<file path="src/bvrs_pkg.sv">
// Shared types, constants and helper functions of the rank/select bit vector.
`timescale 1ns / 1ps
`default_nettype none
package bvrs_pkg;

  localparam int MAX_BITS  = 4096;
  localparam int WORD_BITS = 64;
  localparam int WORDS     = (MAX_BITS + WORD_BITS - 1) / WORD_BITS;
  localparam int WORD_AW   = $clog2(WORDS);
  localparam int BIT_AW    = $clog2(WORD_BITS);
  localparam int CNT_W     = $clog2(WORD_BITS + 1);
  localparam int IDX_W     = 13;
  localparam int RANK_W    = 12;
  localparam int MODE_W    = 3;

  typedef logic [WORD_BITS-1:0] word_t;
  typedef logic [WORD_AW-1:0]   waddr_t;
  typedef logic [BIT_AW-1:0]    bitpos_t;
  typedef logic [CNT_W-1:0]     cnt_t;
  typedef logic [IDX_W-1:0]     idx_t;
  typedef logic [RANK_W-1:0]    rank_t;
  typedef logic [MODE_W-1:0]    mode_t;

  localparam mode_t MODE_GET   = 3'd0;
  localparam mode_t MODE_SET   = 3'd1;
  localparam mode_t MODE_COUNT = 3'd2;
  localparam mode_t MODE_FIND  = 3'd3;
  localparam mode_t MODE_FILL  = 3'd4;

  typedef enum logic [2:0] {
    ST_IDLE,
    ST_SETUP,
    ST_WALK,
    ST_SELECT,
    ST_DONE
  } state_t;

  typedef struct packed {
    logic  start;
    word_t word;
    rank_t rem;
  } sel_req_t;

  typedef struct packed {
    logic    done;
    bitpos_t pos;
  } sel_rsp_t;

  function automatic cnt_t word_ones(word_t w);
    cnt_t n;
    n = '0;
    for (int i = 0; i < WORD_BITS; i++) begin
      n = n + cnt_t'(w[i]);
    end
    return n;
  endfunction

endpackage
`default_nettype wire

</file>
<file path="src/bvrs_word_ram.sv">
// Word store: synchronous RAM with a per-word valid bit so unwritten words read as zero.
`timescale 1ns / 1ps
`default_nettype none
module bvrs_word_ram (
  input  wire logic           clk,
  input  wire logic           rst,
  input  wire logic           rd_en,
  input  wire bvrs_pkg::waddr_t rd_addr,
  output bvrs_pkg::word_t     rd_data,
  input  wire logic           wr_en,
  input  wire bvrs_pkg::waddr_t wr_addr,
  input  wire bvrs_pkg::word_t  wr_data
);
  import bvrs_pkg::*;

  word_t             mem [WORDS];
  logic [WORDS-1:0]  vld;
  word_t             rd_q;
  logic              rd_vld;

  always_ff @(posedge clk) begin
    if (wr_en) begin
      mem[wr_addr] <= wr_data;
    end
    if (rd_en) begin
      rd_q <= mem[rd_addr];
    end
  end

  always_ff @(posedge clk) begin
    if (rst) begin
      vld    <= '0;
      rd_vld <= 1'b0;
    end else begin
      if (wr_en) begin
        vld[wr_addr] <= 1'b1;
      end
      if (rd_en) begin
        rd_vld <= vld[rd_addr];
      end
    end
  end

  // a word never written reads as the cleared value
  assign rd_data = rd_vld ? rd_q : '0;

endmodule
`default_nettype wire

</file>
<file path="src/bvrs_select.sv">
// Byte-serial unit that locates the n-th one inside one word.
`timescale 1ns / 1ps
`default_nettype none
module bvrs_select (
  input  wire logic               clk,
  input  wire logic               rst,
  input  wire bvrs_pkg::sel_req_t req,
  output bvrs_pkg::sel_rsp_t      rsp
);
  import bvrs_pkg::*;

  function automatic logic [3:0] byte_ones(logic [7:0] b);
    logic [3:0] n;
    n = '0;
    for (int j = 0; j < 8; j++) begin
      n = n + 4'(b[j]);
    end
    return n;
  endfunction

  function automatic logic [2:0] byte_pick(logic [7:0] b, logic [3:0] r);
    logic [3:0] seen;
    logic [2:0] p;
    logic       hit;
    seen = '0;
    p    = '0;
    hit  = 1'b0;
    for (int j = 0; j < 8; j++) begin
      if (b[j] && !hit) begin
        if (seen == r) begin
          hit = 1'b1;
          p   = 3'(j);
        end
        seen = seen + 4'd1;
      end
    end
    return p;
  endfunction

  logic       busy;
  word_t      sh;
  rank_t      rem;
  bitpos_t    base;
  logic [3:0] bc;

  assign bc = byte_ones(sh[7:0]);

  always_ff @(posedge clk) begin
    if (rst) begin
      busy     <= 1'b0;
      rsp.done <= 1'b0;
    end else begin
      rsp.done <= !req.start && busy && (rem < rank_t'(bc));
      if (req.start) begin
        busy <= 1'b1;
        sh   <= req.word;
        rem  <= req.rem;
        base <= '0;
      end else if (busy) begin
        if (rem < rank_t'(bc)) begin
          busy     <= 1'b0;
          rsp.pos  <= base + bitpos_t'(byte_pick(sh[7:0], rem[3:0]));
        end else begin
          // drop this byte and advance to the next
          rem  <= rem - rank_t'(bc);
          sh   <= sh >> 8;
          base <= base + bitpos_t'(8);
        end
      end
    end
  end

endmodule
`default_nettype wire

</file>
<file path="src/bit_vector_rank_select.sv">
// Top level of the rank/select bit vector: request sequencer, word walk and result register.
`timescale 1ns / 1ps
`default_nettype none
// Rank/select bit vector over a 4096-bit store held as 64 words of 64 bits in one
// synchronous RAM. One transaction is worked at a time: get and set go through setup,
// one RAM read, one update and a result load; count and fill walk every word that the
// clamped range touches; find walks the words up to the one holding the sought one
// (or to the end of the length) and then runs the byte-serial select unit. The word
// walk issues one RAM read per cycle; a full-length range walks at most 64 words. The
// store reads as all zeros right after reset, with no clearing pass. The user is to
// see that bit_length is written only while the block is idle; the block itself does
// not enforce it. Values above 4096 act as 4096. A result waits in the output
// register while the next transaction is accepted.
module bit_vector_rank_select (
  input  wire logic                 clk,
  input  wire logic                 rst,
  // request channel
  input  wire logic                 in_valid,
  output logic                      in_stall,
  input  wire bvrs_pkg::mode_t      mode,
  input  wire bvrs_pkg::idx_t       index_lo,
  input  wire bvrs_pkg::idx_t       index_hi,
  input  wire logic                 bit_value,
  input  wire bvrs_pkg::rank_t      rank,
  // result channel
  output logic                      out_valid,
  input  wire logic                 out_stall,
  output bvrs_pkg::idx_t            answer,
  output logic                      flag,
  // configuration channel: bit_length
  input  wire logic                 cfg_valid,
  output logic                      cfg_ready,
  input  wire bvrs_pkg::idx_t       cfg_data
);
  import bvrs_pkg::*;

  state_t   state, state_next;

  // held request
  mode_t    op_mode;
  idx_t     op_lo, op_hi;
  logic     op_val;
  rank_t    op_rank;

  idx_t     bit_length;

  // walk range
  waddr_t   lo_word, lo_word_next;
  waddr_t   end_word, end_word_next;
  bitpos_t  lo_bit, lo_bit_next;
  bitpos_t  end_bit, end_bit_next;

  // read issue and the word coming back from RAM
  waddr_t   rd_word, rd_word_next;
  logic     rd_more, rd_more_next;
  logic     rd_en;
  logic     pv;
  waddr_t   pw;
  word_t    rd_data;

  // accumulators and result
  idx_t     acc, acc_next;
  rank_t    rem, rem_next;
  waddr_t   fw, fw_next;
  idx_t     res_answer, res_answer_next;
  logic     res_flag, res_flag_next;
  logic     out_load;

  logic     wr_en;
  word_t    wr_data;

  sel_req_t sel_req;
  sel_rsp_t sel_rsp;

  // setup terms
  idx_t     len, hi_c, rng_end, rng_last;
  logic     rng_ok;

  // word terms
  word_t    mask, dm, set_word, fill_word;
  cnt_t     c;
  logic     last;

  bvrs_word_ram u_ram (
    .clk     (clk),
    .rst     (rst),
    .rd_en   (rd_en),
    .rd_addr (rd_word),
    .rd_data (rd_data),
    .wr_en   (wr_en),
    .wr_addr (pw),
    .wr_data (wr_data)
  );

  bvrs_select u_sel (
    .clk (clk),
    .rst (rst),
    .req (sel_req),
    .rsp (sel_rsp)
  );

  assign in_stall  = (state != ST_IDLE);
  assign cfg_ready = 1'b1;

  // clamp the length and work out which words the operation touches
  always_comb begin
    len  = (bit_length > idx_t'(MAX_BITS)) ? idx_t'(MAX_BITS) : bit_length;
    hi_c = (op_hi > len) ? len : op_hi;
    case (op_mode)
      MODE_GET, MODE_SET: begin
        rng_ok  = (op_lo < len);
        rng_end = op_lo + idx_t'(1);
      end
      MODE_COUNT, MODE_FILL: begin
        rng_ok  = (hi_c > op_lo);
        rng_end = hi_c;
      end
      MODE_FIND: begin
        rng_ok  = (op_lo < len);
        rng_end = len;
      end
      default: begin
        rng_ok  = 1'b0;
        rng_end = '0;
      end
    endcase
    rng_last = rng_end - idx_t'(1);
  end

  // mask the word under process to the part of the range inside it
  always_comb begin
    mask = '1;
    if (pw == lo_word) begin
      mask = mask & (word_t'('1) << lo_bit);
    end
    if (pw == end_word) begin
      mask = mask & (word_t'('1) >> (bitpos_t'(WORD_BITS - 1) - end_bit));
    end
    dm        = rd_data & mask;
    c         = word_ones(dm);
    last      = (pw == end_word);
    set_word  = rd_data;
    set_word[lo_bit] = op_val;
    fill_word = op_val ? (rd_data | mask) : (rd_data & ~mask);
  end

  // next state and datapath control
  always_comb begin
    state_next      = state;
    lo_word_next    = lo_word;
    end_word_next   = end_word;
    lo_bit_next     = lo_bit;
    end_bit_next    = end_bit;
    rd_word_next    = rd_word;
    rd_more_next    = rd_more;
    acc_next        = acc;
    rem_next        = rem;
    fw_next         = fw;
    res_answer_next = res_answer;
    res_flag_next   = res_flag;
    rd_en           = 1'b0;
    wr_en           = 1'b0;
    wr_data         = set_word;
    out_load        = 1'b0;
    sel_req.start   = 1'b0;
    sel_req.word    = dm;
    sel_req.rem     = rem;

    case (state)
      ST_IDLE: begin
        if (in_valid) begin
          state_next = ST_SETUP;
        end
      end

      ST_SETUP: begin
        lo_word_next    = op_lo[BIT_AW +: WORD_AW];
        lo_bit_next     = op_lo[BIT_AW-1:0];
        end_word_next   = rng_last[BIT_AW +: WORD_AW];
        end_bit_next    = rng_last[BIT_AW-1:0];
        rd_word_next    = op_lo[BIT_AW +: WORD_AW];
        rd_more_next    = 1'b1;
        acc_next        = '0;
        rem_next        = op_rank;
        res_answer_next = '0;
        res_flag_next   = 1'b0;
        // empty ranges and unused modes answer zero at once
        state_next      = rng_ok ? ST_WALK : ST_DONE;
      end

      ST_WALK: begin
        if (rd_more) begin
          rd_en        = 1'b1;
          rd_word_next = rd_word + waddr_t'(1);
          rd_more_next = (rd_word != end_word);
        end
        if (pv) begin
          case (op_mode)
            MODE_GET: begin
              res_answer_next = idx_t'(rd_data[lo_bit]);
              state_next      = ST_DONE;
            end
            MODE_SET: begin
              wr_en         = 1'b1;
              wr_data       = set_word;
              res_flag_next = rd_data[lo_bit] ^ op_val;
              state_next    = ST_DONE;
            end
            MODE_COUNT: begin
              acc_next = acc + idx_t'(c);
              if (last) begin
                res_answer_next = acc + idx_t'(c);
                state_next      = ST_DONE;
              end
            end
            MODE_FIND: begin
              if (rem < rank_t'(c)) begin
                // the sought one lies in this word: hand it to the select unit
                sel_req.start = 1'b1;
                fw_next       = pw;
                state_next    = ST_SELECT;
              end else begin
                rem_next = rem - rank_t'(c);
                if (last) begin
                  state_next = ST_DONE;
                end
              end
            end
            MODE_FILL: begin
              wr_en   = 1'b1;
              wr_data = fill_word;
              if (last) begin
                state_next = ST_DONE;
              end
            end
            default: begin
              state_next = ST_DONE;
            end
          endcase
        end
      end

      ST_SELECT: begin
        if (sel_rsp.done) begin
          res_answer_next = idx_t'({fw, sel_rsp.pos});
          res_flag_next   = 1'b1;
          state_next      = ST_DONE;
        end
      end

      ST_DONE: begin
        // hold the result until the output register is free
        if (!out_valid || !out_stall) begin
          out_load   = 1'b1;
          state_next = ST_IDLE;
        end
      end

      default: begin
        state_next = ST_IDLE;
      end
    endcase
  end

  always_ff @(posedge clk) begin
    if (rst) begin
      state <= ST_IDLE;
    end else begin
      state <= state_next;
    end
  end

  // control registers
  always_ff @(posedge clk) begin
    if (rst) begin
      pv         <= 1'b0;
      rd_more    <= 1'b0;
      out_valid  <= 1'b0;
      bit_length <= idx_t'(MAX_BITS);
    end else begin
      pv      <= rd_en;
      rd_more <= rd_more_next;
      if (out_load) begin
        out_valid <= 1'b1;
      end else if (!out_stall) begin
        out_valid <= 1'b0;
      end
      if (cfg_valid && cfg_ready) begin
        bit_length <= cfg_data;
      end
    end
  end

  // payload registers
  always_ff @(posedge clk) begin
    if (state == ST_IDLE && in_valid) begin
      op_mode <= mode;
      op_lo   <= index_lo;
      op_hi   <= index_hi;
      op_val  <= bit_value;
      op_rank <= rank;
    end
    pw         <= rd_word;
    lo_word    <= lo_word_next;
    end_word   <= end_word_next;
    lo_bit     <= lo_bit_next;
    end_bit    <= end_bit_next;
    rd_word    <= rd_word_next;
    acc        <= acc_next;
    rem        <= rem_next;
    fw         <= fw_next;
    res_answer <= res_answer_next;
    res_flag   <= res_flag_next;
    if (out_load) begin
      answer <= res_answer;
      flag   <= res_flag;
    end
  end

endmodule
`default_nettype wire

</file>
<file path="config.mk">
export PLATFORM = sky130hd
export DESIGN_NAME = bit_vector_rank_select
export DESIGN_NICKNAME = d
export VERILOG_FILES = /design/src/bvrs_pkg.sv /design/src/bvrs_word_ram.sv /design/src/bvrs_select.sv /design/src/bit_vector_rank_select.sv
export SDC_FILE = /design/constraint.sdc
export NUM_CORES = 2
export LEC_CHECK = 0
export BUFFER_PORTS_ARGS = -buffer_cell sky130_fd_sc_hd__buf_2
export CAP_MARGIN = 20
export CORE_ASPECT_RATIO = 2
export CORE_MARGIN = 2
export CORE_UTILIZATION = 50
export CTS_CLUSTER_SIZE = 40
export DETAILED_ROUTE_END_ITERATION = 8
export PLACE_DENSITY = 0.68
export SLEW_MARGIN = 20
export SYNTH_ARGS = -nofsm -noshare
export SYNTH_HDL_FRONTEND = slang
export SYNTH_SLANG_ARGS = --single-unit
</file>
<file path="constraint.sdc">
create_clock -name clk -period 13.85 [get_ports clk]
set_clock_uncertainty 0.2 [all_clocks]
set_input_delay 1.385 -clock clk [delete_from_list [all_inputs] [get_ports clk]]
set_output_delay 1.385 -clock clk [all_outputs]
set_load 0.02 [all_outputs]
</file>
Yosys cells after proc, flatten, opt, wreduce, memory -nomap -nowiden
Memory sizes are Yosys's and may differ from the RTL's. A register that Yosys moved wholly into a read port is not among the register bits.
Index checks and enable logic that the tools add are counted.
{ "totals": {"ff_bits": 311, "ramBits": 4096, "inputBits": 60, "output_inout_bits": 17, "word_cells": 387, "memories": 1} }
{ "op_classes": {"add_sub_neg": 85, "magnitude_cmp": 11, "n_eq_ne": 31, "shifts": 2, "muxes": 174, "n_bitwise": 9, "n_reduce_logical": 43} }
{ "memory_table": {"columns": ["memory", "depth", "width", "read_ports", "rd_clocked_by_memory_dff", "wr", "line", "rtl"], "rows": [
  ["u_ram.mem", 64, 64, 1, 1, 1, "bvrs_word_ram.sv:16", "word_t mem [WORDS];"]
]} }
{ "op_table": {"columns": ["op", "n"], "rows": [
  ["two-way mux 64 bit", 10],
  ["adder 7 x 1 -> 7 bit", 57],
  ["AND 64 bit", 3],
  ["two-way mux 4 bit", 34],
  ["bitwise OR 64 bit", 2],
  ["two-way mux 13 bit", 7],
  ["two-way mux 3 bit", 28],
  ["two-way mux 12 bit", 6],
  ["two-way mux 1 bit", 70],
  ["bitwise mux 64 bit", 1],
  ["inverter 64 bit", 1],
  ["left shift 64 x 6 -> 64 bit, first input constant", 1],
  ["right shift 64 x 6 -> 64 bit, first input constant", 1],
  ["case mux 13 bit (2 select lines)", 2],
  ["case mux 13 bit (3 select lines)", 1],
  ["case mux 12 bit (3 select lines)", 1],
  ["== test 4 bit", 7],
  ["> comparator 13 bit", 2],
  ["adder 4 x 1 -> 4 bit", 6],
  ["adder 4 x 1 -> 4 bit, second input constant", 6],
  ["case mux 12 bit (2 select lines)", 1],
  ["< comparator 6 x 7 -> 1 bit, second input constant", 3],
  ["AND reduction 4 bit", 5],
  ["two-way mux 6 bit", 3],
  ["other kinds (50)", 97]
]} }

Longest topological paths before layout
{ "logic_depth": {"word_depth": 125, "ltp_mapped": 41, "mapped_depth_nobuf": 37} }

Hierarchy
From an unflattened synthesis, not the netlist that was laid out.
{ "unflattened": {"hier_cells": 8244, "area_unflattened_um2": 178512.5} }
{ "modules_own_cells": {"columns": ["mod", "instances", "cells_per_inst", "area_each_um2", "seq_area_each_um2"], "rows": [
  ["bvrs_word_ram", 1, 6234, 159780.7, 126221.1],
  ["bit_vector_rank_select", 1, 1612, 13686.9, 4434.3],
  ["bvrs_select", 1, 398, 5044.8, 2592.5]
]} }

Least setup slack after synthesis
No wires, ideal clock.
{ "synth_path": {"path_kind": "register to register", "startpoint": "reg pw[1]", "endpoint": "reg u_sel.base[3], enable pin", "setup_time_ns": 0.542, "t_arrival_ns": 13.529, "t_required_ns": 13.108, "slack_ns": -0.422, "stages_incl_launch_ff": 35, "path_buffers": 4, "synth_period_minus_slack_ns": 14.272, "path_cell_list": "dfxtp_1 > clkbuf_1 > xor2_1 > nor4_1 > nand3_1 > clkbuf_1 > nor2_1 > a22oi_1 > and3_1 > fa_1 > inv_1 > fa_1 > inv_1 > fa_1 > inv_1 > fa_1 > fa_1 > fa_1 > fa_1 > fa_1 > inv_1 > ha_1 > fa_1 > inv_1 > fa_1 > a21o_1 > a21o_1 > a21o_1 > maj3_1 > a211o_1 > nor4_1 > nand3_1 > clkbuf_1 > buf_1 > a21oi_1"} }
{ "synth_via": {"word_cells_on_any_way": 77, "cone_classes": "63 x add/sub; 1 x order compare; 3 x eq/ne; 6 x mux; 2 x bitwise; 2 x reduce/logical"} }
{ "synth_lines": {"columns": ["item", "line", "rtl"], "rows": [
  ["start: declaration", "bit_vector_rank_select.sv:58", "waddr_t pw;"],
  ["start signal: assignment", "bit_vector_rank_select.sv:303", "pw <= rd_word;"],
  ["== test 6 bit", "bit_vector_rank_select.sv:133", "if (pw == lo_word) begin"],
  ["two-way mux 64 bit", "bit_vector_rank_select.sv:133", null],
  ["AND 64 bit", "bit_vector_rank_select.sv:137", "mask = mask & (word_t'('1) >> (bitpos_t'(WORD_BITS - 1) - end_bit));"],
  ["two-way mux 64 bit *", "bit_vector_rank_select.sv:136", "if (pw == end_word) begin"],
  ["AND 64 bit *", "bit_vector_rank_select.sv:139", "dm = rd_data & mask;"],
  ["net dm[57]", "bit_vector_rank_select.sv:80", "word_t mask, dm, set_word, fill_word;"],
  ["adder 7 x 1 -> 7 bit * (7 in a row)", "bvrs_pkg.sv:53", "n = n + cnt_t'(w[i]);"],
  ["< comparator 12 x 7 -> 1 bit *", "bit_vector_rank_select.sv:217", "if (rem < rank_t'(c)) begin"],
  ["two-way mux 1 bit *", "bit_vector_rank_select.sv:217", null],
  ["two-way mux 1 bit *", "bit_vector_rank_select.sv:198", "case (op_mode)"],
  ["two-way mux 1 bit *", "bit_vector_rank_select.sv:197", "if (pv) begin"],
  ["two-way mux 1 bit *", "bit_vector_rank_select.sv:169", "case (state)"],
  ["!= test 2 x 1 -> 1 bit (no line) / nonzero test 2 bit (equally long branches)", null, null],
  ["AND reduction 3 bit (no line) *", null, null],
  ["end signal: assignment", "bvrs_select.sv:67", "base <= base + bitpos_t'(8);"],
  ["end: declaration", "bvrs_select.sv:43", "bitpos_t base;"]
]} }
The timed path passes the listed nets; every way through them passes the cells marked *.
A chain may end at the register's enable or synchronous reset.

Worst setup path after layout
{ "layout_path": {"startpoint": "reg pw[5]", "endpoint": "reg u_sel.rem[6] (data pin)"} }
{ "layout_via": {"elab_chain_len": 74, "word_cells_on_any_way": 75, "cone_classes": "63 x add/sub; 1 x order compare; 2 x eq/ne; 7 x mux; 2 x bitwise"} }
{ "layout_rtl": {"columns": ["item", "line", "rtl"], "rows": [
  ["== test 6 bit", "bit_vector_rank_select.sv:133", null],
  ["two-way mux 64 bit", "bit_vector_rank_select.sv:133", null],
  ["AND 64 bit", "bit_vector_rank_select.sv:137", null],
  ["two-way mux 64 bit *", "bit_vector_rank_select.sv:136", null],
  ["AND 64 bit *", "bit_vector_rank_select.sv:139", null],
  ["adder 1 x 1 -> 2 bit", "bvrs_pkg.sv:53", null],
  ["adder 2 x 1 -> 3 bit", "bvrs_pkg.sv:53", null],
  ["adder 3 x 1 -> 4 bit", "bvrs_pkg.sv:53", null],
  ["(+3 left out)", null, null],
  ["adder 7 x 1 -> 7 bit (56 in a row)", "bvrs_pkg.sv:53", null],
  ["adder 7 x 1 -> 7 bit *", "bvrs_pkg.sv:53", null],
  ["< comparator 12 x 7 -> 1 bit *", "bit_vector_rank_select.sv:217", null],
  ["two-way mux 1 bit *", "bit_vector_rank_select.sv:217", null],
  ["two-way mux 1 bit *", "bit_vector_rank_select.sv:198", null],
  ["two-way mux 1 bit *", "bit_vector_rank_select.sv:197", null],
  ["two-way mux 1 bit *", "bit_vector_rank_select.sv:169", null],
  ["two-way mux 12 bit *", "bvrs_select.sv:54", "if (req.start) begin"],
  ["end signal: assignment", "bvrs_select.sv:57", "rem <= req.rem;"],
  ["end signal: assignment", "bvrs_select.sv:65", "rem <= rem - rank_t'(bc);"],
  ["end: declaration", "bvrs_select.sv:42", "rank_t rem;"]
]} }
Every way passes the cells marked *; elsewhere a longest branch is shown, timed or not.

==> results.yml <==
die:
  design.die.area_um2: 360000
  chipWidth_um: 425
  core_um2: 354000
  dieHeight_um: 846
  io-pin-count: 77
  std_cell_rows: 309
  initial_core_util_pct: 50.2
logic_synthesis:
  synth_warnings: 0
  netlist_area_um2: 177000
  synth.net_count: 8312
  synth_edf_count: 4376
  synth-seq-area-share_pct: 75.1
  synth-async-reset-ratio_pct: 0
  yosys.cell_types.count: 86
  syn-mean-instance-area_um2: 21.9
  synth_cells: 8109
  ys.flop_type: "sky130_fd_sc_hd__edfxtp_1"
  synth.ff_latch_count: 4468
setup_path:
  cp-startpoint: "pw[5]"
  worst_path_max_delay_cell: "sky130_fd_sc_hd__nor2_1"
  rr_endpoint: "u_sel.rem[6]"
  worst-r2r-cell-count: 33
  crit_path_frequent_cell: "sky130_fd_sc_hd__fa_1"
  critical_path_end_type: "flop"
  reg2reg_from: "pw[5]"
  reg2reg_slack_ns: 1.10
  cp_max_fo: 35
  cp-start-kind: "flop"
  data_required_critical_path_ns: 14.28
  timing.setup.critical_path_class: "flop to flop"
  timing.critical_path.slowest_cell_delay_ns: 0.89
  cp.arrival_ns: 13.18
grt:
  global_route.usage.met2_pct: 54.1
  grt_pass1_vias: 90100
  first_pass_grt_wire_length_um: 744000
  global_route.usage.total_pct: 30.4
  met3_usage_pct: 3.43
  antenna_found_initial: 12
  globalRouteMet1Util_pct: 36.7
  grt-busiest-layer: "met2"
  globalRouteOverflowTotal: 0
  grt_start_max_net_pins: 140
hold_path:
  hold_crit_depth: 0
  min_delay_worst_endpoint: "answer[2]"
  timing.hold.worst.start: "res_answer[2]"
  worstHoldPathType: "flop to flop"
drt:
  drt.antenna.violating_nets: 0
  dr.first_iter.drc_count: 12300
  detail_route.wl_per_cell_um: 40.9
  num_vias: 90000
  remaining_routing_drc_violations: 0
  first_pass_iters: 5
  routed_via_density: 6.73
  routed_wire_length_um: 548000
layout:
  num-fill-cells: 25700
  final_util_pct: 56.0
  post_route_cells_drive_above_1_share_pct: 28.3
  final_area_um2: 198000
  final_net_count: 8621
  syn2layout_area_growth_pct: 11.7
placement:
  gp_congestion: 0.975
  io_buffers: 75
  pre_cts_ws_ns: 1.24
  placement.cell_area_um2: 186000
  dp_hpwl_um: 308000
clocking:
  path_clk_slew_ns: 0.07
  numCtsBuffers: 370
  numClockSinks: 4468
  cts_tree: "yes"
  ctsLongestPathBuffers: 4
  worst_skew_pair.late_latency_ns: 0.99
  ctsHoldBuffers: 0
  cts_setup_buffers: 0
  clock_tree.root_cell: "sky130_fd_sc_hd__clkbuf_16"
  h-tree-depth: 5
  cts_resized: 0
power_and_ir_drop:
  combinationalPowerShare_pct: 8.6
  power_density_nw_per_um2: 142
  total_leakage_power_nw: 65.0
  power.switching_fraction_pct: 22.4
  netSwitchingPower_mw: 6.27
  seqPwrFrac_pct: 52.8
  peakVddDrop_uv: 120
  cellInternalPower_mw: 21.8
  share_clk_of_total_power_pct: 38.6
sta:
  unrepaired_setup_endpoints_after_global_routing: "false"
  timing.final.setup_violations: 0
  tightest_slew_ns: 1.24
  timing.final.max_slew_violations: 0
  fin_hold_ws_ns: 0.221
  final_hold_violating_endpoints: 0
  final_min_period_over_clock_period_pct: 92.1
  maxClockFrequency_mhz: 78.4
  setup_tns_ns: 0
  slew_headroom_pct: 17.6
  finalCriticalPeriod_ns: 12.75
  setup_slack_ns: 1.10
run:
  max-cap-violations: 0
run_status:
  status: "finished clean"
[metal layers]
| layer | routed length, um | vias up |
|---|---|---|
| li1 | - | 34500 |
| met1 | 182000 | 49200 |
| met2 | 292000 | 5172 |
| met3 | 41300 | 1083 |
| met4 | 32600 | 0 |
| met5 | 0 | - |
[layout make-up]
class | count | area [um^2] | area share (%)
clock inverter | 235 | 2740 | 1.38
clock buffer | 423 | 9480 | 4.78
antenna | 10 | 25.0 | 0.0126
tap | 4665 | 5840 | 2.95
timing repair buffer | 372 | 3070 | 1.55
multi-input combinational | 3079 | 43300 | 21.8
inverter | 127 | 479 | 0.242
sequential | 4468 | 133000 | 67.3
[sequential cells by signal, indices dropped and copies added, names as in the netlist, 64 cells and up]
register    cells
u_ram.mem    4096
u_ram.rd_q     64
u_ram.vld      64
u_sel.sh       64
[stage by stage]
step	std cells	power, mW
2_1_floorplan	8109	16.7
3_3_place_gp	12700	17.5
3_5_place_dp	12700	17.5
4_1_cts	13400	28.2
5_1_grt	13400	28.7
6_report	13400	28.0
[power by group through the flow]
stage / logic [mW] / registers, mW / clock network, mW
3_3_place_gp: 2.41 / 15.1 / 0
2_1_floorplan: 1.66 / 15.1 / 0
6_report: 2.41 / 14.8 / 10.8
4_1_cts: 2.43 / 14.8 / 10.9
5_1_grt: 2.52 / 14.8 / 11.4
3_5_place_dp: 2.42 / 15.1 / 0
[how the worst max path moves through the flow]
stage,to,cells after the start
2_1_floorplan,u_sel.base[3],34
3_3_place_gp,u_sel.rem[6],34
3_5_place_dp,u_sel.rem[6],33
6_report,u_sel.rem[6],33
5_1_grt,u_sel.rem[4],33
4_1_cts,u_sel.rem[6],33
[Yosys cell counts (all sizes together), types with 11 or more instances]
cell / n / area (um^2)
a31oi: 15 / 93.8
nor2b: 37 / 231
clkbuf: 331 / 1240
or3: 14 / 92.6
mux2i: 30 / 300
and2: 41 / 257
a22oi: 11 / 82.6
nand3: 90 / 450
a211oi: 11 / 82.6
inv: 126 / 473
fa: 61 / 1220
ha: 82 / 1030
mux2: 36 / 413
xor2: 35 / 314
edfxtp: 4376 / 131000
nor2: 213 / 802
buf: 104 / 402
mux4: 1365 / 30700
nor3: 52 / 265
nand2: 298 / 1120
o211ai: 17 / 133
dfxtp: 92 / 1840
nor4: 17 / 106
nand4: 18 / 113
a21o: 18 / 135
a21oi: 118 / 591
and3: 22 / 138
nand2b: 18 / 113
or2: 16 / 100
o21a: 77 / 578
xnor2: 58 / 527
o21ai: 182 / 911
[critical path, delay by kind of cell (launching register included)]
| kind | cells | cell delay, ns |
|---|---|---|
| adders and majority gates | 12 | 5.31 |
| AOI/OAI and AO/OA | 6 | 1.49 |
| buffers and inverters | 6 | 1.44 |
| DFF | 1 | 0.56 |
| and+or+nand+nor | 7 | 3.02 |
| xor gates and xnor gates | 2 | 0.38 |
[logic make-up after synthesis]
| logic type | Yosys count | share of synthesized area, % |
|---|---|---|
| AOI/OAI and AO/OA | 546 | 1.95 |
| adders and majority gates | 146 | 1.28 |
| muxes | 1431 | 17.7 |
| buffers and inverters | 562 | 1.20 |
| other | 1 | 0.00211 |
| xor gates and xnor gates | 95 | 0.499 |
| DFF | 4468 | 75.1 |
| and+or+nand+nor | 860 | 2.25 |
[cell usage in the layout (no fill, tap or decap), types with 13 or more instances in the layout]
cell type and n:
sky130_fd_sc_hd__xnor2_1 57, sky130_fd_sc_hd__o211ai_1 16, sky130_fd_sc_hd__and2_1 40, sky130_fd_sc_hd__nor3_1 51, sky130_fd_sc_hd__dfxtp_1 91, sky130_fd_sc_hd__mux4_2 1365
sky130_fd_sc_hd__or2_2 16, sky130_fd_sc_hd__edfxtp_1 4376, sky130_fd_sc_hd__nand4_1 18, sky130_fd_sc_hd__buf_12 29, sky130_fd_sc_hd__clkinvlp_4 13, sky130_fd_sc_hd__buf_2 76
sky130_fd_sc_hd__o21ai_0 139, sky130_fd_sc_hd__mux2_2 23, sky130_fd_sc_hd__nand2_1 298, sky130_fd_sc_hd__nand3_1 87, sky130_fd_sc_hd__nor2_1 144, sky130_fd_sc_hd__nor2_4 64
sky130_fd_sc_hd__clkinv_2 62, sky130_fd_sc_hd__fa_1 61, sky130_fd_sc_hd__clkbuf_16 371, sky130_fd_sc_hd__a31oi_1 15, sky130_fd_sc_hd__nor2b_1 37, sky130_fd_sc_hd__xor2_1 34
sky130_fd_sc_hd__nor4_1 15, sky130_fd_sc_hd__mux2i_1 23, sky130_fd_sc_hd__ha_1 82, sky130_fd_sc_hd__and3_1 21, sky130_fd_sc_hd__nand2b_1 18, sky130_fd_sc_hd__o21ai_4 42
sky130_fd_sc_hd__inv_1 121, sky130_fd_sc_hd__clkinv_1 80, sky130_fd_sc_hd__clkbuf_1 52, sky130_fd_sc_hd__or3_1 13, sky130_fd_sc_hd__bufinv_16 53, sky130_fd_sc_hd__a21oi_1 117
sky130_fd_sc_hd__buf_4 260, sky130_fd_sc_hd__a21o_1 18, sky130_fd_sc_hd__o21a_1 77
(Power assumes the default switching activity.)
